$ cat src/rt_pkg.sv
`default_nettype none

package rt_pkg;

    // default configuration
    localparam int MAX_COUNT_DEF  = 64;
    localparam int VALUE_BITS_DEF = 32;

    // fixed field widths
    localparam int IN_BITS   = 32;
    localparam int RANK_BITS = 7;

    // input item
    typedef struct packed {
        logic signed [IN_BITS-1:0] value;
        logic                      last_value;
    } t_in;

    // result item
    typedef struct packed {
        logic [RANK_BITS-1:0] rank;
        logic                 last_rank;
        logic                 overflow;
    } t_out;

    // controller -> datapath commands
    typedef struct packed {
        logic load;   // store the accepted item
        logic cmp;    // compare candidate against the store
        logic grp;    // per-group population counts
        logic tot;    // final sum, emit rank, rotate store
    } t_cmd;

    // datapath -> controller status
    typedef struct packed {
        logic final_rank;   // the rank being finished is the last of the set
    } t_stat;

endpackage

`default_nettype wire

$ cat src/rt_ctrl.sv
`default_nettype none

module rt_ctrl (
    input  wire logic          i_clk,
    input  wire logic          i_rst_n,
    input  wire logic          start,
    input  wire logic          i_mark,
    input  wire rt_pkg::t_stat i_stat,
    output rt_pkg::t_cmd       o_cmd,
    output logic               busy
);
    import rt_pkg::*;

    localparam logic [1:0] ST_IDLE = 2'd0;
    localparam logic [1:0] ST_CMP  = 2'd1;
    localparam logic [1:0] ST_GRP  = 2'd2;
    localparam logic [1:0] ST_TOT  = 2'd3;

    logic [1:0] r_state;
    logic [1:0] n_state;

    // next state and commands
    always_comb begin
        n_state    = r_state;
        o_cmd      = '0;
        case (r_state)
            ST_IDLE: begin
                if (start) begin
                    o_cmd.load = 1'b1;
                    if (i_mark) begin
                        n_state = ST_CMP;
                    end
                end
            end
            ST_CMP: begin
                o_cmd.cmp = 1'b1;
                n_state   = ST_GRP;
            end
            ST_GRP: begin
                o_cmd.grp = 1'b1;
                n_state   = ST_TOT;
            end
            ST_TOT: begin
                o_cmd.tot = 1'b1;
                n_state   = i_stat.final_rank ? ST_IDLE : ST_CMP;
            end
            default: begin
                n_state = ST_IDLE;
            end
        endcase
    end

    always_ff @(posedge i_clk) begin
        if (!i_rst_n) begin
            r_state <= ST_IDLE;
        end else begin
            r_state <= n_state;
        end
    end

    assign busy = (r_state != ST_IDLE);

endmodule

`default_nettype wire

$ cat config.mk
export PLATFORM = sky130hd
export DESIGN_NAME = rt_ctrl
export DESIGN_NICKNAME = d
export VERILOG_FILES = /design/src/rt_pkg.sv /design/src/rt_ctrl.sv
export SDC_FILE = /design/constraint.sdc
export NUM_CORES = 1
export LEC_CHECK = 0
export ABC_AREA = 1
export BUFFER_PORTS_ARGS = -buffer_cell sky130_fd_sc_hd__buf_2
export CAP_MARGIN = 20
export CORE_AREA = 10 10 47 49
export DETAILED_ROUTE_END_ITERATION = 10
export DIE_AREA = 0 0 57 59
export SLEW_MARGIN = 25
export SYNTH_ARGS = -nofsm -noshare
export SYNTH_HDL_FRONTEND = slang
export SYNTH_SLANG_ARGS = --single-unit
$ cat constraint.sdc
create_clock -name i_clk -period 2.22 [get_ports i_clk]
set_clock_uncertainty 0.1 [all_clocks]
set_input_delay 0.222 -clock i_clk [delete_from_list [all_inputs] [get_ports i_clk]]
set_output_delay 0.222 -clock i_clk [all_outputs]
set_load 0.05 [all_outputs]
* Word level (Yosys, flattened, before mapping)
Index checks and enable logic that the tools add are counted.
** Word-level totals
- Word-level logic and storage cells :: 18
- Bits in registers :: 2
** Cells by class
- Equal/unequal tests :: 5
- Reductions and logical operators :: 3
- Mux-type cells :: 9
** Operators with widths (number)
- $pmux 2 s4 :: 1
- $mux 1 :: 6
- $eq 2x2->1 const B :: 2
- $mux 2 :: 2
- $ne 2x2->1 const B :: 2
- $eq 2x1->1 const B :: 1
- $logic_not 2->1 :: 1
- $reduce_and 2->1 :: 1
- $reduce_bool 2->1 :: 1

* Logic depth before layout (Yosys ltp)
Gate-level depths: netlist of run 1.
- Word-level depth :: 3
- Mapped depth :: 6
- Depth with buffers taken out :: 6

* Worst setup path before layout of run 1
Ideal clock, no wire load.
- Path type :: flip-flop to flip-flop
- Start :: register r_state[1]
- End :: register r_state[0]
- Required time :: 2.054 ns
- Cell stages (with the launch flop) :: 6
- Library setup time :: 0.066 ns
- Arrival :: 1.163 ns
- Period minus slack after synthesis :: 1.329 ns
- Slack :: 0.891 ns
- Cells stage by stage :: dfxtp_1 ha_1 nand2_1 nand2_1 nand2_1 a21oi_2
** Between the ends
- Cells in the longest elaborated chain, start to end :: 3
- Elaborated cells on any way between the ends :: 8
- Classes of those cells :: eq/ne: 5; mux: 1; reduce/logical: 2
** RTL lines
- from (decl) :: RTL line rt_ctrl.sv:19 : logic [1:0] r_state;
- from (signal assigned) :: RTL line rt_ctrl.sv:57 : r_state <= n_state;
- $logic_not 2->1 :: RTL line rt_ctrl.sv:26 : case (r_state)
- $ne 2x2->1 (no source line)
- $reduce_and 2->1 (no source line)
Several ways; a longest one is shown, not always the timed one.
A chain may end at the register's enable or synchronous reset.

==> results of run 1 <==
==> placed cells by master (no fill, tap or decap) <==
master    n
nand2_1   9
buf_2     9
inv_1     7
ha_1      5
clkbuf_4  3
dfxtp_1   2
nand2_2   1
nand3_1   1
a21oi_1   1
a21oi_2   1
==> critical path: stages, from the launching register on <==
cell and delay, ns:
dfxtp_1 0.32, inv_1 0.13, ha_1 0.24, nand2_1 0.07, inv_1 0.04, buf_2 0.25
==> cell families after synthesis <==
group / synth area share
adder cells (fa/ha/maj): 0.3333
AND/OR/NAND/NOR: 0.2400
AO/OA/AOI/OAI: 0.07332
flip-flops: 0.2133
buffers and inverters: 0.1400
==> report_power, final <==
part | switching, uW | internal [uW]
combinational | 220 | 76.9
sequential | 16.8 | 51.3
clock | 20.0 | 59.6
total | 257 | 188
==> cell type report <==
type,instances,area share
multi-input cells,18,0.4409
clock buffers,3,0.08182
flip-flops and latches,2,0.1455
repair buffers,9,0.1636
inverters,7,0.09545
well taps,16,0.07273
==> path summary, 6_finish.rpt <==
check	from	endpoint	slack [ns]	depth (start not counted)
max	r_state[0]$_SDFFE_PN0P_	o_cmd[3]	0.62	5
min	i_rst_n	r_state[0]$_SDFFE_PN0P_	0.14	3
max reg2reg	r_state[1]$_SDFFE_PN0P_	r_state[0]$_SDFFE_PN0P_	1.02	6
min reg2reg	r_state[0]$_SDFFE_PN0P_	r_state[0]$_SDFFE_PN0P_	0.41	2
==> stage by stage <==
step	util	power, uW	hold WS (ns)	std cells
after floorplan	-	316.9	0.2622	27
after global placement	0.1804	364.1	0.3683	52
after detailed placement	0.1804	370.5	0.3653	52
after CTS	0.1964	456.7	0.1318	55
after global routing	0.1964	492.3	0.1479	55
final	0.1964	444.8	0.1442	55
==> layer usage <==
metal  vias to the layer above  part of all wire  wire length (um)
met4                         0                 0                 0
met3                         0              0.11                51
met2                         4              0.57               264
li1                        102                 -                 -
met5                         -                 0                 0
met1                        86              0.32               150
==> flow_summary.ini, run 1 <==
[outcome]
status = finished, final reports clean

[clock_tree]
cts.clk_slew.worst_paths_ns = 0.03
cts_resized = 0
htree_levels = 1
postCtsSetupBuffers = 0
insertion_delay_ns = 0.22
cts_root_buf = clkbuf_4
cts_hold_buf = 0
cts_tree = done
cts_buffers = 3
cts.sinks = 2
cts_buffer_depth = 2

[synth]
yosysWarningCount = 0
synth-edff-count = 0
syn_inst = 27
avgSynthCellArea_um2 = 6.951
synth_most_common_cell = nand2_1
synthArstFlopShare = 0
ys_types = 8
synth_ff_type = dfxtp_1
yosysSeqAreaShare = 0.2133
netlist_area_um2 = 187.7
synth_commonest_cells = 9 x nand2_1, 7 x inv_1, 5 x ha_1
yosysTopAreaCellShare = 0.3333
synth_area_leaders = ha_1 33%, dfxtp_1 21%, nand2_1 18%
synth_seq_cells = 2
synth_nets = 37
synth_area_leader_cell = ha_1

[pwr]
ir_drop_mv = 0.2701
power.leakage_uw = 0.0001698
power.density_nw_per_um2 = 1616

[route]
viasPerCell = 3.491
postRouteAntennaNets = 0
drtIter0Drc = 0
post_drt_wl_per_cell_um = 8.455
drc = 0
drt_wl_total_um = 465
drt_pass1_iterations = 1
vias = 192

[global_route]
grt-ovfl-total = 0
grt_use_met2 = 0.04961
grt.busiest_layer = met2
antenna_found_initial = 0
first_global_vias = 199
grt_start_max_net_pins = 6
met1_usage = 0.02005
grtUsageTotal = 0.03147
grt_first_pass_wirelength_um = 745
use_met3 = 0.02575

[timing]
fmax_mhz = 626.0
drv_slew = 0
setup_slack_ns = 0.6227
rsz0062_at_grt = no
period_minus_slack_ns = 1.597
finalHoldViolCount = 0
finalSetupViolCount = 0
tns_ns = 0
worst_pin_slew_ns = 0.2581
period_share = 0.7195
maxSlewHeadroom = 0.8291

[setup_path]
cp_data_arrival_time_ns = 1.28
critPathLaunchType = register
crit_required_ns = 1.90
crit_fanout = 4
end_kind = output pin
critical_path_class = reg -> out

[placed_design]
gp_congestion = 0.6645
port-buffer-count = 9
dp_slack_ns = 0.8426
dp_hpwl_um = 407.3
dpl-instance-area_um2 = 252.7

[final_layout]
multi_input_area_um2 = 121.4
top_register = r_state
seqCellArea_um2 = 40.04
area_growth_pct = 46.67
antennaDiodeCount = 0
fin_area_um2 = 275.3
largestRegisters = r_state x2
fin_nets = 51
fill_cells = 166
drive_gt1_frac = 0.3590
largest_reg_flops = 2

[die]
die_h_um = 59
io_pins = 10
fp.coreArea_um2 = 1401
rows = 14
die_x_um = 57
dieArea_um2 = 3363
start_util = 0.1339

[min_path]
holdCritPathClass = in -> reg

[run]
max-cap-violations = 0
Note: power is estimated with default switching activity, not from simulation.
==> inputs of run 2 (changes only) <==
==> constraint.sdc (replaced) <==
create_clock -name i_clk -period 1.35 [get_ports i_clk]
set_clock_uncertainty 0.1 [all_clocks]
set_input_delay 0.135 -clock i_clk [delete_from_list [all_inputs] [get_ports i_clk]]
set_output_delay 0.135 -clock i_clk [all_outputs]
set_load 0.05 [all_outputs]
==> run 2 against run 1 <==
  * Via count is 4.2% higher
  * Design area grew 23%
  * Sequential power grew 54%
  * Worst hold slack lost 0.081 ns
  * Flip-flop and latch count unchanged
  * Utilization grew 4.5 points
  * Non-clock buffer count is 3 higher
  * Global-route usage increased by 0.56 points
  * Die area did not move
  * Setup slack got worse by 0.56 ns
  * Combinational power is 120% higher
  * Largest cell class unchanged
==> flow_summary.ini, run 2 (synthesis gave the netlist of run 1 again) <==
[route]
vias = 200
postRouteAntennaNets = 0
post_drt_wl_per_cell_um = 8.586
drc = 0
viasPerCell = 3.448
drtIter0Drc = 2
drt_pass1_iterations = 2
drt_wl_total_um = 498

[timing]
setup_slack_ns = 0.05865
worst_pin_slew_ns = 0.1491
holdWs_ns = 0.06302
drv_slew = 0
finalSetupViolCount = 0
period_minus_slack_ns = 1.291
rsz0062_at_grt = no
fmax_mhz = 774.4
period_share = 0.9566
maxSlewHeadroom = 0.9014
finalHoldViolCount = 0

[final_layout]
layout_commonest_cell = nand2_1
largestRegisters = r_state x2
fin_area_um2 = 337.8
largest_reg_flops = 2
finalNonFillerCells = 58
fin_nets = 54
area_growth_pct = 80.00
antennaDiodeCount = 0
utilization = 0.2411
drive_gt1_frac = 0.5238
top_register = r_state
final_cell_mix = 9 x nand2_1, 5 x inv_1, 5 x buf_4, 4 x buf_2

[global_route]
grt-ovfl-total = 0
grt_start_max_net_pins = 5
first_global_vias = 234
grtUsageTotal = 0.03708
antenna_found_initial = 0
grt_first_pass_wirelength_um = 910

[clock_tree]
cts_hold_buf = 0
cts.sinks = 2
cts_buffers = 3
htree_levels = 1
cts_buffer_depth = 2
cts.clk_slew.worst_paths_ns = 0.03
postCtsSetupBuffers = 0
cts_tree = done
insertion_delay_ns = 0.22
cts_root_buf = clkbuf_4

[min_path]
holdCritPathClass = in -> reg

[setup_path]
path_cells = inv_2 > buf_4 > ha_2 > buf_6
critical_path_class = reg -> out
critPathLaunchType = register
cp_top_family = flip-flops
cp_data_arrival_time_ns = 1.06
cp_slowest_stage_delay_ns = 0.33
cp_num_buf_inv = 3
crit_required_ns = 1.12
critPathSlowestCell = dfxtp_2
end_kind = output pin
crit_fanout = 3

[die]
start_util = 0.1339
die_x_um = 57
dieArea_um2 = 3363
fp.coreArea_um2 = 1401
io_pins = 10
die_h_um = 59
rows = 14

[pwr]
power.density_nw_per_um2 = 2643
power.leakage_uw = 0.0001883
ir_drop_mv = 0.6247

[outcome]
status = finished, final reports clean

[run]
max-cap-violations = 0

[placed_design]
dp_hpwl_um = 426
dpl-instance-area_um2 = 275.3
dp_slack_ns = 0.1298
port-buffer-count = 9
gp_congestion = 0.6397
dp_cells = 55
[run 2: cell types whose count changed in the layout (fill, tap and decap cells not counted), moves of 2 or more]
cell   before  now
buf_4       0    5
inv_2       0    2
buf_6       0    3
inv_1       7    5
ha_1        5    3
buf_2       9    4
[run 2: per-stage QoR]
step | total power [uW] | setup TNS (ns)
2_1_floorplan | 521.2 | 0
3_3_place_gp | 651.7 | 0
3_5_place_dp | 664.1 | 0
4_1_cts | 892.2 | -0.01430
5_1_grt | 1003 | 0
6_report | 893.0 | 0
[run 2: worst paths after layout]
| path | end | slack (ns) | start | cells past startpoint |
|---|---|---|---|---|
| max | o_cmd[1] | 0.06 | r_state[0]$_SDFFE_PN0P_ | 4 |
| max reg2reg | r_state[0]$_SDFFE_PN0P_ | 0.22 | r_state[0]$_SDFFE_PN0P_ | 7 |
| min | r_state[0]$_SDFFE_PN0P_ | 0.06 | i_rst_n | 3 |
| min reg2reg | r_state[0]$_SDFFE_PN0P_ | 0.52 | r_state[0]$_SDFFE_PN0P_ | 3 |
[run 2: report_power, final]
part	leakage [uW]	internal, uW	switching, uW
clock network	0.0000138	98.0	33.0
logic	0.000158	251	406
registers	0.0000168	87.4	17.3
[run 2: worst register-to-register path, delay by kind of cell, from the launching register on]
kind	cells	cell delay, ns
DFF	1	0.33
buffers and inverters	3	0.23
adders and majority gates	1	0.18
and+or+nand+nor	2	0.12
AOI/OAI and AO/OA	1	0.06
[run 2: per-layer routing]
metal / part of all wire / global-route usage
met1: 0.38 / 0.02952
met2: 0.50 / 0.05271
met3: 0.096 / 0.03863
met4: 0.020 / 0.03020
met5: 0 / 0
[run 2: area by class of cell]
class                      count  area (um^2)
multi-input combinational     18        136.4
fill                         169         1064
clock buffer                   3        22.52
sequential                     2        41.29
tap                           16        20.02
timing repair buffer          12        91.34
inverter                       7        26.28
[run 2: what timing repair did]
item	CTS	global route
endpoints found under the setup margin	4	4
hold endpoints to repair	0	0
resized for setup	8	8
